## src/design/spi_flash_command_sequencer_assert.svh

```systemverilog
// assertion macros for the spi flash command sequencer
// expects a clock named clk and a synchronous reset named rst in the using module
`ifndef SPI_FLASH_COMMAND_SEQUENCER_ASSERT_SVH
`define SPI_FLASH_COMMAND_SEQUENCER_ASSERT_SVH

// property that must hold at every edge out of reset
`define SFCS_ASSERT(label, prop, msg) \
  label: assert property (@(posedge clk) disable iff (rst) (prop)) else $error(msg);

// condition implies consequence in the next cycle
`define SFCS_ASSERT_NEXT(label, cond, cons, msg) \
  label: assert property (@(posedge clk) disable iff (rst) (cond) |=> (cons)) else $error(msg);

`endif

```

## src/design/sfcs_pkg.sv

```systemverilog
// shared types, codes and word expansion for the spi flash command sequencer
// no dependencies
`default_nettype none

package sfcs_pkg;

  localparam int ADDR_WIDTH = 24;
  localparam logic [31:0] ADDR_MASK32 = 32'((64'd1 << ADDR_WIDTH) - 64'd1);
  localparam logic [23:0] ADDR_MASK = ADDR_MASK32[23:0];

  localparam int QDEPTH = 4;
  localparam int QPTR_W = $clog2(QDEPTH);

  localparam logic [1:0] OPC_CMD     = 2'd0;
  localparam logic [1:0] OPC_PAYLOAD = 2'd1;
  localparam logic [1:0] OPC_FINISH  = 2'd2;
  localparam logic [1:0] OPC_REPLY   = 2'd3;

  localparam logic [2:0] CMD_STATUS = 3'd0;
  localparam logic [2:0] CMD_SECTOR = 3'd1;
  localparam logic [2:0] CMD_BLOCK  = 3'd2;
  localparam logic [2:0] CMD_CHIP   = 3'd3;
  localparam logic [2:0] CMD_READ   = 3'd4;
  localparam logic [2:0] CMD_PROG   = 3'd5;

  localparam logic [1:0] K_SPI   = 2'd0;
  localparam logic [1:0] K_DATA  = 2'd1;
  localparam logic [1:0] K_DONE  = 2'd2;
  localparam logic [1:0] K_DESEL = 2'd3;

  localparam logic [7:0] FL_WREN   = 8'h06;
  localparam logic [7:0] FL_RDSR   = 8'h05;
  localparam logic [7:0] FL_SE     = 8'h20;
  localparam logic [7:0] FL_BE     = 8'hD8;
  localparam logic [7:0] FL_CE     = 8'hC7;
  localparam logic [7:0] FL_READ   = 8'h03;
  localparam logic [7:0] FL_PP     = 8'h02;
  localparam logic [7:0] FL_DUMMY  = 8'h00;
  localparam logic [7:0] SR_BUSY   = 8'h01;

  typedef enum logic [2:0] {
    PH_IDLE,
    PH_STATUS,
    PH_POLL,
    PH_READ,
    PH_RWAIT,
    PH_PROG
  } phase_t;

  typedef enum logic [3:0] {
    J_STATUS,
    J_SECTOR,
    J_BLOCK,
    J_CHIP,
    J_READ,
    J_PROG,
    J_DONE,
    J_RDUMMY,
    J_PBYTE,
    J_RFINISH,
    J_PFINISH,
    J_SDATA,
    J_POLL,
    J_RDATA
  } job_t;

  typedef struct packed {
    logic [1:0]  op;
    logic [2:0]  cmd;
    logic [23:0] addr;
    logic [7:0]  wdata;
    logic [7:0]  reply;
  } in_t;

  typedef struct packed {
    logic [1:0] kind;
    logic [7:0] mosi_byte;
    logic       frame_end;
    logic       want_reply;
    logic [7:0] host_byte;
    logic       last;
  } out_t;

  typedef struct packed {
    job_t        job;
    logic [23:0] addr;
    logic [7:0]  dbyte;
  } job_entry_t;

  function automatic logic [2:0] job_len(job_t j);
    logic [2:0] n;
    case (j)
      J_STATUS, J_RFINISH, J_SDATA, J_POLL: n = 3'd2;
      J_SECTOR, J_BLOCK:                    n = 3'd7;
      J_CHIP, J_READ:                       n = 3'd4;
      J_PROG:                               n = 3'd5;
      J_PFINISH:                            n = 3'd3;
      default:                              n = 3'd1;
    endcase
    return n;
  endfunction

  function automatic out_t spi_w(logic [7:0] b, logic fe, logic wr);
    out_t w;
    w = '0;
    w.kind = K_SPI;
    w.mosi_byte = b;
    w.frame_end = fe;
    w.want_reply = wr;
    return w;
  endfunction

  function automatic out_t host_w(logic [1:0] k, logic [7:0] hb);
    out_t w;
    w = '0;
    w.kind = k;
    w.host_byte = hb;
    return w;
  endfunction

  function automatic out_t job_word(job_entry_t e, logic [2:0] idx);
    out_t w;
    logic [23:0] a;
    logic [7:0] eb;
    w = '0;
    a = e.addr & ADDR_MASK;
    eb = (e.job == J_SECTOR) ? FL_SE : FL_BE;
    case (e.job)
      J_STATUS, J_POLL: begin
        w = (idx == 3'd0) ? spi_w(FL_RDSR, 1'b0, 1'b0) : spi_w(FL_DUMMY, 1'b1, 1'b1);
      end
      J_SECTOR, J_BLOCK: begin
        case (idx)
          3'd0:    w = spi_w(FL_WREN, 1'b1, 1'b0);
          3'd1:    w = spi_w(eb, 1'b0, 1'b0);
          3'd2:    w = spi_w(a[23:16], 1'b0, 1'b0);
          3'd3:    w = spi_w(a[15:8], 1'b0, 1'b0);
          3'd4:    w = spi_w(a[7:0], 1'b1, 1'b0);
          3'd5:    w = spi_w(FL_RDSR, 1'b0, 1'b0);
          default: w = spi_w(FL_DUMMY, 1'b1, 1'b1);
        endcase
      end
      J_CHIP: begin
        case (idx)
          3'd0:    w = spi_w(FL_WREN, 1'b1, 1'b0);
          3'd1:    w = spi_w(FL_CE, 1'b1, 1'b0);
          3'd2:    w = spi_w(FL_RDSR, 1'b0, 1'b0);
          default: w = spi_w(FL_DUMMY, 1'b1, 1'b1);
        endcase
      end
      J_READ: begin
        case (idx)
          3'd0:    w = spi_w(FL_READ, 1'b0, 1'b0);
          3'd1:    w = spi_w(a[23:16], 1'b0, 1'b0);
          3'd2:    w = spi_w(a[15:8], 1'b0, 1'b0);
          default: w = spi_w(a[7:0], 1'b0, 1'b0);
        endcase
      end
      J_PROG: begin
        case (idx)
          3'd0:    w = spi_w(FL_WREN, 1'b1, 1'b0);
          3'd1:    w = spi_w(FL_PP, 1'b0, 1'b0);
          3'd2:    w = spi_w(a[23:16], 1'b0, 1'b0);
          3'd3:    w = spi_w(a[15:8], 1'b0, 1'b0);
          default: w = spi_w(a[7:0], 1'b0, 1'b0);
        endcase
      end
      J_RDUMMY: w = spi_w(FL_DUMMY, 1'b0, 1'b1);
      J_PBYTE:  w = spi_w(e.dbyte, 1'b0, 1'b0);
      J_RFINISH: begin
        w = (idx == 3'd0) ? host_w(K_DESEL, 8'h00) : host_w(K_DONE, 8'h00);
      end
      J_PFINISH: begin
        case (idx)
          3'd0:    w = host_w(K_DESEL, 8'h00);
          3'd1:    w = spi_w(FL_RDSR, 1'b0, 1'b0);
          default: w = spi_w(FL_DUMMY, 1'b1, 1'b1);
        endcase
      end
      J_SDATA: begin
        w = (idx == 3'd0) ? host_w(K_DATA, e.dbyte) : host_w(K_DONE, 8'h00);
      end
      J_RDATA: w = host_w(K_DATA, e.dbyte);
      default: w = host_w(K_DONE, 8'h00);
    endcase
    w.last = (idx == job_len(e.job) - 3'd1);
    return w;
  endfunction

endpackage

`default_nettype wire

```

## src/design/spi_flash_command_sequencer.sv

```systemverilog
// top level of the spi flash command sequencer: front end, job queue, back end
// depends on sfcs_pkg, sfcs_front, sfcs_queue, sfcs_back
//
//   channel   handshake       payload          direction
//   input     push / full     item   (in_t)    host and bus to block
//   result    pop / empty     result (out_t)   block to spi shifter and host
//
// each input word is accepted while the four-entry job queue has room
// the back end emits one result word per cycle unless a waiting result stalls it;
// an input word yields 0 to 7 results, set by the back end expansion
// a waiting result stalls the back end; the job queue lets the front end keep accepting
// rst is synchronous and clears the phase, queue pointers and output valid
`default_nettype none

module spi_flash_command_sequencer (
  input  wire logic           clk,
  input  wire logic           rst,
  input  wire logic           push,
  output logic                full,
  input  wire sfcs_pkg::in_t  item,
  input  wire logic           pop,
  output logic                empty,
  output sfcs_pkg::out_t      result
);

  logic                 q_push;
  logic                 q_pop;
  logic                 q_empty;
  sfcs_pkg::job_entry_t q_wdata;
  sfcs_pkg::job_entry_t q_rdata;

  sfcs_front u_front (
    .clk    (clk),
    .rst    (rst),
    .push   (push),
    .item   (item),
    .q_full (full),
    .q_push (q_push),
    .q_data (q_wdata)
  );

  sfcs_queue u_queue (
    .clk     (clk),
    .rst     (rst),
    .wr_en   (q_push),
    .wr_data (q_wdata),
    .rd_en   (q_pop),
    .rd_data (q_rdata),
    .full    (full),
    .empty   (q_empty)
  );

  sfcs_back u_back (
    .clk     (clk),
    .rst     (rst),
    .q_empty (q_empty),
    .q_data  (q_rdata),
    .q_pop   (q_pop),
    .pop     (pop),
    .empty   (empty),
    .result  (result)
  );

endmodule

`default_nettype wire

```

## src/design/sfcs_front.sv

```systemverilog
// front end: accepts input words, tracks the protocol phase, classifies into jobs
// depends on sfcs_pkg
`default_nettype none

module sfcs_front (
  input  wire logic               clk,
  input  wire logic               rst,
  input  wire logic               push,
  input  wire sfcs_pkg::in_t      item,
  input  wire logic               q_full,
  output logic                    q_push,
  output sfcs_pkg::job_entry_t    q_data
);

  sfcs_pkg::phase_t phase, phase_next;
  sfcs_pkg::job_t   job;
  logic             job_valid;

  always_ff @(posedge clk) begin
    if (rst) begin
      phase <= sfcs_pkg::PH_IDLE;
    end else if (push && !q_full) begin
      phase <= phase_next;
    end
  end

  always_comb begin
    phase_next = phase;
    job = sfcs_pkg::J_DONE;
    job_valid = 1'b0;
    case (item.op)
      sfcs_pkg::OPC_CMD: begin
        if (phase == sfcs_pkg::PH_IDLE) begin
          job_valid = 1'b1;
          case (item.cmd)
            sfcs_pkg::CMD_STATUS: begin
              job = sfcs_pkg::J_STATUS;
              phase_next = sfcs_pkg::PH_STATUS;
            end
            sfcs_pkg::CMD_SECTOR: begin
              job = sfcs_pkg::J_SECTOR;
              phase_next = sfcs_pkg::PH_POLL;
            end
            sfcs_pkg::CMD_BLOCK: begin
              job = sfcs_pkg::J_BLOCK;
              phase_next = sfcs_pkg::PH_POLL;
            end
            sfcs_pkg::CMD_CHIP: begin
              job = sfcs_pkg::J_CHIP;
              phase_next = sfcs_pkg::PH_POLL;
            end
            sfcs_pkg::CMD_READ: begin
              job = sfcs_pkg::J_READ;
              phase_next = sfcs_pkg::PH_READ;
            end
            sfcs_pkg::CMD_PROG: begin
              job = sfcs_pkg::J_PROG;
              phase_next = sfcs_pkg::PH_PROG;
            end
            default: job = sfcs_pkg::J_DONE;
          endcase
        end
      end
      sfcs_pkg::OPC_PAYLOAD: begin
        if (phase == sfcs_pkg::PH_READ) begin
          job_valid = 1'b1;
          job = sfcs_pkg::J_RDUMMY;
          phase_next = sfcs_pkg::PH_RWAIT;
        end else if (phase == sfcs_pkg::PH_PROG) begin
          job_valid = 1'b1;
          job = sfcs_pkg::J_PBYTE;
        end
      end
      sfcs_pkg::OPC_FINISH: begin
        if (phase == sfcs_pkg::PH_READ) begin
          job_valid = 1'b1;
          job = sfcs_pkg::J_RFINISH;
          phase_next = sfcs_pkg::PH_IDLE;
        end else if (phase == sfcs_pkg::PH_PROG) begin
          job_valid = 1'b1;
          job = sfcs_pkg::J_PFINISH;
          phase_next = sfcs_pkg::PH_POLL;
        end
      end
      default: begin
        if (phase == sfcs_pkg::PH_STATUS) begin
          job_valid = 1'b1;
          job = sfcs_pkg::J_SDATA;
          phase_next = sfcs_pkg::PH_IDLE;
        end else if (phase == sfcs_pkg::PH_POLL) begin
          job_valid = 1'b1;
          if ((item.reply & sfcs_pkg::SR_BUSY) != 8'h00) begin
            job = sfcs_pkg::J_POLL;
          end else begin
            job = sfcs_pkg::J_DONE;
            phase_next = sfcs_pkg::PH_IDLE;
          end
        end else if (phase == sfcs_pkg::PH_RWAIT) begin
          job_valid = 1'b1;
          job = sfcs_pkg::J_RDATA;
          phase_next = sfcs_pkg::PH_READ;
        end
      end
    endcase
  end

  assign q_push = push && !q_full && job_valid;
  assign q_data.job = job;
  assign q_data.addr = item.addr;
  assign q_data.dbyte = (item.op == sfcs_pkg::OPC_REPLY) ? item.reply : item.wdata;

endmodule

`default_nettype wire

```

## src/design/sfcs_queue.sv

```systemverilog
// short job queue between front and back end
// depends on sfcs_pkg
`default_nettype none

module sfcs_queue (
  input  wire logic                 clk,
  input  wire logic                 rst,
  input  wire logic                 wr_en,
  input  wire sfcs_pkg::job_entry_t wr_data,
  input  wire logic                 rd_en,
  output sfcs_pkg::job_entry_t      rd_data,
  output logic                      full,
  output logic                      empty
);

  sfcs_pkg::job_entry_t entries [sfcs_pkg::QDEPTH];
  logic [sfcs_pkg::QPTR_W-1:0] wr_ptr, rd_ptr;
  logic [sfcs_pkg::QPTR_W:0]   count;

  always_ff @(posedge clk) begin
    if (wr_en) begin
      entries[wr_ptr] <= wr_data;
    end
  end

  always_ff @(posedge clk) begin
    if (rst) begin
      wr_ptr <= '0;
      rd_ptr <= '0;
      count <= '0;
    end else begin
      if (wr_en) begin
        wr_ptr <= wr_ptr + 1'b1;
      end
      if (rd_en) begin
        rd_ptr <= rd_ptr + 1'b1;
      end
      case ({wr_en, rd_en})
        2'b10:   count <= count + 1'b1;
        2'b01:   count <= count - 1'b1;
        default: count <= count;
      endcase
    end
  end

  assign rd_data = entries[rd_ptr];
  assign full = (count == (sfcs_pkg::QPTR_W + 1)'(sfcs_pkg::QDEPTH));
  assign empty = (count == '0);

endmodule

`default_nettype wire

```

## src/design/sfcs_back.sv

```systemverilog
// back end: expands each queued job into registered result words, one per unstalled cycle
// depends on sfcs_pkg and spi_flash_command_sequencer_assert.svh
`default_nettype none
`include "spi_flash_command_sequencer_assert.svh"

module sfcs_back (
  input  wire logic                 clk,
  input  wire logic                 rst,
  input  wire logic                 q_empty,
  input  wire sfcs_pkg::job_entry_t q_data,
  output logic                      q_pop,
  input  wire logic                 pop,
  output logic                      empty,
  output sfcs_pkg::out_t            result
);

  logic [2:0]     idx;
  logic           out_valid;
  sfcs_pkg::out_t out_word;
  sfcs_pkg::out_t word;
  logic           adv;

  assign word = sfcs_pkg::job_word(q_data, idx);
  assign adv = !q_empty && (!out_valid || pop);
  assign q_pop = adv && word.last;

  always_ff @(posedge clk) begin
    if (adv) begin
      out_word <= word;
    end
  end

  always_ff @(posedge clk) begin
    if (rst) begin
      idx <= '0;
      out_valid <= 1'b0;
    end else begin
      if (adv) begin
        out_valid <= 1'b1;
        idx <= word.last ? 3'd0 : idx + 3'd1;
      end else if (pop) begin
        out_valid <= 1'b0;
      end
    end
  end

  assign empty = !out_valid;
  assign result = out_word;

  `SFCS_ASSERT(a_idx_range, q_empty || (idx < sfcs_pkg::job_len(q_data.job)), "word index past job")
  `SFCS_ASSERT(a_idx_idle, !q_empty || (idx == 3'd0), "word index nonzero with no job")
  `SFCS_ASSERT_NEXT(a_adv_fills, adv, out_valid, "output register not loaded")
  `SFCS_ASSERT_NEXT(a_hold, out_valid && !pop, out_valid && $stable(out_word), "stalled word lost")

endmodule

`default_nettype wire
```

## config.mk

```make
export PLATFORM = sky130hd
export DESIGN_NAME = spi_flash_command_sequencer
export DESIGN_NICKNAME = d
export VERILOG_FILES = /design/src/design/sfcs_pkg.sv /design/src/design/spi_flash_command_sequencer.sv /design/src/design/sfcs_front.sv /design/src/design/sfcs_queue.sv /design/src/design/sfcs_back.sv
export VERILOG_INCLUDE_DIRS = /design/src /design/src/design
export SDC_FILE = /design/constraint.sdc
export NUM_CORES = 1
export LEC_CHECK = 0
export ABC_AREA = 1
export BUFFER_PORTS_ARGS = -buffer_cell sky130_fd_sc_hd__buf_4
export CORE_ASPECT_RATIO = 1.2
export CORE_MARGIN = 10
export CORE_UTILIZATION = 50
export CTS_CLUSTER_DIAMETER = 60
export DETAILED_ROUTE_END_ITERATION = 6
export HOLD_SLACK_MARGIN = 0.06
export PLACE_DENSITY = 0.71
export SETUP_SLACK_MARGIN = 0.5
export SYNTH_ARGS = -nofsm -noshare
export SYNTH_HDL_FRONTEND = slang
export SYNTH_SLANG_ARGS = --single-unit
export TNS_END_PERCENT = 100
```

## constraint.sdc

```tcl
create_clock -name clk -period 3.06 [get_ports clk]
set_input_delay 0.459 -clock clk [delete_from_list [all_inputs] [get_ports clk]]
set_output_delay 0.459 -clock clk [all_outputs]
set_load 0.01 [all_outputs]
```

==> run summary, run 1 <==
pre-CTS WS - -0.1197 ns
crit-path max FO - 6
Worst Hold Class - primary input to flip-flop
CTS Buf Count - 17
DRT iter0 DRCs - 779
DP Cell Count - 1,128
mapped cell area - 0.008508 mm^2
IO Count - 72
WP data required - 3.36 ns
fin area - 0.01046 mm^2
most frequent cells in the layout - nand2_1 (211), edfxtp_1 (165), buf_4 (120)
Seq/Total Area, Yosys - 0.6200
Met2 Wirelength - 10,740 um
CTS tree - yes
die height - 162.9 um
unrepaired setup endpoints after global routing - yes
slowest stage cell on the critical path - dfxtp_4
Final setup viols - 0
Max Root-Sink Buffers - 2
die area - 0.02266 mm^2
die width - 139.1 um
Critical Path Sink Type - flip-flop
clk sinks - 181
leading cell type in the layout, fill and taps excluded - nand2_1
CP Launch Type - flip-flop
core area - 0.01679 mm^2
vias in the first global route - 6,498
status - completed
synthesized flop and latch total - 181
yosys warns - 0
Fillers - 1,352
Final WS setup - 0.08295 ns
max incr delay on CP - 0.41 ns
final net count - 1,025
Slew HR - 0.6331
cell accounting for the most synthesized area - edfxtp_1
first-pass GRT wire length - 33,180 um
ANT nets after route - 0
antenna violations before repair - 0
Min Hold Slack - 0.2264 ns
Ant. Diodes - 0
syn_area_per_cell - 10.20 um^2
Max VDD drop - 393.7 uV
leakage - 4.195 nW
GR Overflow Total - 0
drt wl/cell - 17.87 um
gp weighted congestion - 0.9983
arrival time at the worst endpoint - 3.28 ns
PortBufs - 71
largest net degree at the start of global routing - 47
clk_lat worst skew - 0.43 ns
post-layout minimum cycle time - 2.977 ns
measured slew at the worst slew-check pin - 0.5484 ns
Starting Density - 0.5069
worst path bufs/invs - 10
most used cell, CP - buf_4
synthesis-to-finish area growth - 22.90%
met1 WL - 8569 um
syn nets - 905
via count - 6,585
Clk pin slew, worst setup/hold paths - 0.06 ns
Max Used Layer - met4
CTS H-Tree Depth - 4
Cell Rows - 52
CP Cell Sequence - buf_6, buf_6, nand2_2, nand3_2, nand2_2, buf_4, nand3_4, buf_4, buf_4, buf_4, buf_4, buf_4, nand4_1, nand2_2, nand3_2, inv_2, ha_4, inv_2, fa_2, a21oi_2, o21ai_1, o21ai_1, a21oi_1
Setup Skew - 0.01369 ns
Yosys top cell area share - 0.5824
Layout Cells excl Fill - 1,181
total power - 8.826 mW
synth top area cells - edfxtp_1 (58%), nand2_1 (10%), dfxtp_1 (3.8%)
Total Wirelength - 21,100 um
DR vias/cell - 5.576
Max Clock Freq - 335.9 MHz
Crit path max-delay family - buffers and inverters
DP Wirelength - 14,150 um
Pwr Density - 844.1 mW/mm^2
Final Cycle Share - 0.9729
post-place instance area - 0.009533 mm^2
Setup CP Type - flip-flop to flip-flop
Final Hold Fails - 0
MaxCap Viol Count - 0
Syn Inst Count - 834
WL met3 - 1480 um
clock root buffer - clkbuf_16
post-synth cell types - 40
fraction of final layout cells sized beyond drive strength 1 - 0.2383
Global Route Usage Sum - 0.1839
DRC errors left - 0
first-pass detailed-route iteration total - 5
Slew Viols, Final - 0
-- cells by family (layout without fill, tap and decap cells) --
logic type,count (synthesis),in the layout,share of synthesized area
buffers and inverters,99,230,0.05000
xor gates and xnor gates,4,4,0.004118
DFF,181,181,0.6200
adders and majority gates,22,22,0.03324
AOI/OAI and AO/OA,138,138,0.09794
and+or+nand+nor,390,390,0.1947
-- worst paths after layout --
check,startpoint,to,slack [ns],depth (start not counted)
worst max-delay path,flip-flop,u_queue.count[2],0.08,23
worst min-delay path,item[31],u_queue.entries[3][23],0.23,1
worst max register to register,flip-flop,u_queue.count[2],0.08,23
worst min register to register,u_queue.rd_ptr[1],flip-flop,0.49,2
-- where the power goes --
group / switching (mW) / internal, mW
logic: 2.24 / 1.41
clock network: 0.884 / 1.11
registers: 0.108 / 3.07
-- per-layer routing --
layer	up-vias	GRT usage
met1	3150	0.2175
met4	0	0.06173
met2	252	0.3231
met5	-	0
met3	32	0.04230
li1	3151	-
-- cell usage after synthesis (all sizes together) --
master / number
o2111ai: 2
nand2: 237
o21a: 1
a21oi: 40
o21ai: 46
a32o: 7
nand3: 68
and2: 1
nand4: 11
a21o: 1
o22ai: 17
nor2: 69
xnor2: 2
buf: 24
clkbuf: 4
edfxtp: 165
o31ai: 3
o22a: 1
inv: 71
ha: 21
dfxtp: 16
o221ai: 3
o211ai: 6
a31oi: 7
xor2: 2
nor3: 4
a32oi: 4
fa: 1
-- state kept, by name, summed over array words and instances (netlist names), named ones only --
signal            cells
u_queue.entries     144
u_back.idx            3
u_back.out_valid      1
u_front.phase         3
u_back.result        21
u_queue.wr_ptr        2
u_queue.count         3
u_queue.rd_ptr        2
-- worst register-to-register path: cells and delay by family (launching register included) --
family                     cells  cell delay (ns)
DFF                            1             0.41
adders and majority gates      2             0.46
AOI/OAI and AO/OA              4             0.39
buffers and inverters         10             0.97
and+or+nand+nor                7             0.63
-- stage by stage --
stage	util	setup TNS (ns)
6_report	0.6229	0
5_1_grt	0.6229	-0.03604
4_1_cts	0.6195	0
3_5_place_dp	0.5679	-0.1197
3_3_place_gp	0.5679	0
2_1_floorplan	-	-10.53
-- layout make-up --
cell class	count	area, um^2	area share
clock buffer	19	432.9	0.04140
clock inverter	11	101.3	0.009692
inverter	71	276.5	0.02644
multi-input combinational	554	3058	0.2924
sequential	181	5280	0.5050
tap	216	270.3	0.02585
timing repair buffer	129	1037	0.09920
-- what timing repair did --
action | 4_1_cts | 5_1_grt
setup endpoints to repair | 3 | 15
resized for setup | 46 | 13
setup buffers | 22 | 1
pin swaps | 24 | 9
hold endpoints to repair | 0 | 0
hold buffers | 0 | 0
(Power assumes the default switching activity.)
==> inputs of run 2 (changes only) <==
--- a/config.mk
+++ b/config.mk
@@ -15,7 +15,7 @@
 export DETAILED_ROUTE_END_ITERATION = 6
 export HOLD_SLACK_MARGIN = 0.06
 export PLACE_DENSITY = 0.71
-export SETUP_SLACK_MARGIN = 0.5
+export SETUP_SLACK_MARGIN = 0.4
 export SYNTH_ARGS = -nofsm -noshare
 export SYNTH_HDL_FRONTEND = slang
 export SYNTH_SLANG_ARGS = --single-unit
==> run 2 against run 1 <==
Effect of this change:
- setup slack improved by 0.0075 ns
- via count decreased by 3.2%
- critical path depth decreased by 1
- worst hold slack got worse by 0.012 ns
- clock-buffer cell count decreased by 2
- first-iteration DRC count decreased by 31%
- final cell count decreased by 1.7%
- register-to-register slack about the same
- utilization decreased by 0.80 points
- critical path type unchanged
- largest cell class unchanged
- largest power group unchanged
- highest routed layer unchanged
==> run summary, run 2 (synthesized netlist as in run 1, its figures left out) <==
Max Clock Freq - 336.8 MHz
Final setup viols - 0
fraction of final layout cells sized beyond drive strength 1 - 0.2106
Cell Rows - 52
final net count - 1,003
DRC errors left - 0
Setup CP Type - flip-flop to flip-flop
Hold Crit Start - item[35]
Hold Path End - u_queue.entries[1][27]
reg-to-reg endpoint - u_queue.count[2]
CP Launch Type - flip-flop
leading cell type in the layout, fill and taps excluded - nand2_1
IO Count - 72
setup TNS - 0 ns
Setup Skew - 0.01046 ns
max reg flops - 144
GR Overflow Total - 0
unrepaired setup endpoints after global routing - yes
clk sinks - 181
Ant. Diodes - 0
Worst Hold Class - primary input to flip-flop
drt wl/cell - 17.71 um
cts hold-fix bufs - 0
leakage - 4.134 nW
MaxCap Viol Count - 0
Total Wirelength - 20,560 um
die area - 0.02266 mm^2
Clk pin slew, worst setup/hold paths - 0.07 ns
reg2reg path depth - 22
core area - 0.01679 mm^2
utilization after layout - 0.6149
Global Route Usage Sum - 0.1805
Layout Cells excl Fill - 1,161
CTS tree - yes
first-pass detailed-route iteration total - 5
vias in the first global route - 6,314
largest net degree at the start of global routing - 65
via count - 6,376
status - completed
crit-path max FO - 6
clk_lat worst skew - 0.44 ns
WP data required - 3.38 ns
DP Cell Count - 1,119
Starting Density - 0.5069
Slew HR - 0.5420
synthesis-to-finish area growth - 21.32%
FF-to-FF setup slack - 0.09 ns
DP Wirelength - 13,680 um
die height - 162.9 um
DR vias/cell - 5.492
gp weighted congestion - 0.9474
PortBufs - 71
clock root buffer - clkbuf_16
Pwr Density - 851.8 mW/mm^2
arrival time at the worst endpoint - 3.29 ns
CTS H-Tree Depth - 4
die width - 139.1 um
DRT iter0 DRCs - 540
post-layout minimum cycle time - 2.970 ns
ANT nets after route - 0
Max Root-Sink Buffers - 2
Critical Path Sink Type - flip-flop
Final Cycle Share - 0.9704
first-pass GRT wire length - 32,650 um
Max VDD drop - 493.4 uV
CTS Buf Count - 17
Slew Viols, Final - 0
measured slew at the worst slew-check pin - 0.6871 ns
Hold Path Cell Cnt - 1
Reg with most FFs - u_queue.entries
antenna violations before repair - 0
Fillers - 1,382
most frequent cells in the layout - nand2_1 (219), edfxtp_1 (165), buf_4 (100)
Final Hold Fails - 0
-- run 2: cell count changes in the layout (fill, tap and decap cells not counted), sizes merged --
cell | before | now
bufinv | 1 | 3
buf | 129 | 107
inv | 74 | 77
clkbuf | 19 | 17
clkinvlp | 2 | 1
-- run 2: worst max-delay path, stage by stage (launching register included) --
cell and delay [ns]:
dfxtp_4 0.38, inv_8 0.09, nand2_1 0.09, nand3_2 0.09
nand2_4 0.08, ha_4 0.27, inv_2 0.03, nand3_2 0.06
nand3_2 0.09, ha_4 0.18, xnor2_2 0.13, nand4_1 0.13
nand2_2 0.07, nor2_4 0.09, nand3_2 0.08, inv_2 0.07
ha_4 0.13, inv_4 0.03, fa_2 0.37, a21oi_2 0.16
o21ai_2 0.07, o21ai_1 0.11, a21oi_1 0.05
-- run 2: per-stage QoR --
stage	instance area, um^2	setup WS [ns]	hold WS, ns	power, mW
3_3_place_gp	9455	0.006790	0.4417	6.182
4_1_cts	10230	0.1262	0.1983	8.687
3_5_place_dp	9455	-0.07989	0.4479	6.227
6_report	10320	0.09047	0.2143	8.792
5_1_grt	10320	-0.08787	0.2065	9.303
2_1_floorplan	8532	-0.07271	0.4224	5.191
-- run 2: how the worst max path moves through the flow --
stage	endpoint	slack [ns]
after floorplan	u_queue.entries[0][0]	-0.07
after global placement	u_queue.count[2]	0.007
after detailed placement	u_queue.count[2]	-0.08
after CTS	u_queue.count[2]	0.13
after global routing	u_queue.count[2]	-0.09
final	u_queue.count[2]	0.09
-- run 2: cell type report --
type | instances | area (um^2) | share of cell area
clock inverter | 15 | 193.9 | 0.01879
multi-input combinational | 554 | 2992 | 0.2898
inverter | 71 | 279.0 | 0.02703
sequential | 181 | 5280 | 0.5115
timing repair buffer | 107 | 882.1 | 0.08545
tap | 216 | 270.3 | 0.02618
clock buffer | 17 | 425.4 | 0.04121
-- run 2: where the power goes --
group	internal, mW	leakage, nW	total, mW	switching, mW
Clock	1.31	0.306	2.28	0.968
Sequential	3.07	1.64	3.17	0.105
Combinational	1.24	2.19	3.34	2.11
Total	5.61	4.13	8.79	3.18
-- run 2: repair_timing --
item	in CTS	in global routing
endpoints found under the hold margin	0	0
resized for setup	31	17
endpoints found under the setup margin	3	3
pin swaps	12	14
buffers inserted	6	4
-- run 2: per-layer routing --
| layer | track usage | routed length [um] | up-vias |
|---|---|---|---|
| li1 | - | - | 3100 |
| met1 | 0.2175 | 8657 | 3030 |
| met2 | 0.3076 | 10250 | 208 |
| met3 | 0.04522 | 1209 | 38 |
| met4 | 0.06505 | 442 | 0 |
| met5 | 0 | 0 | - |
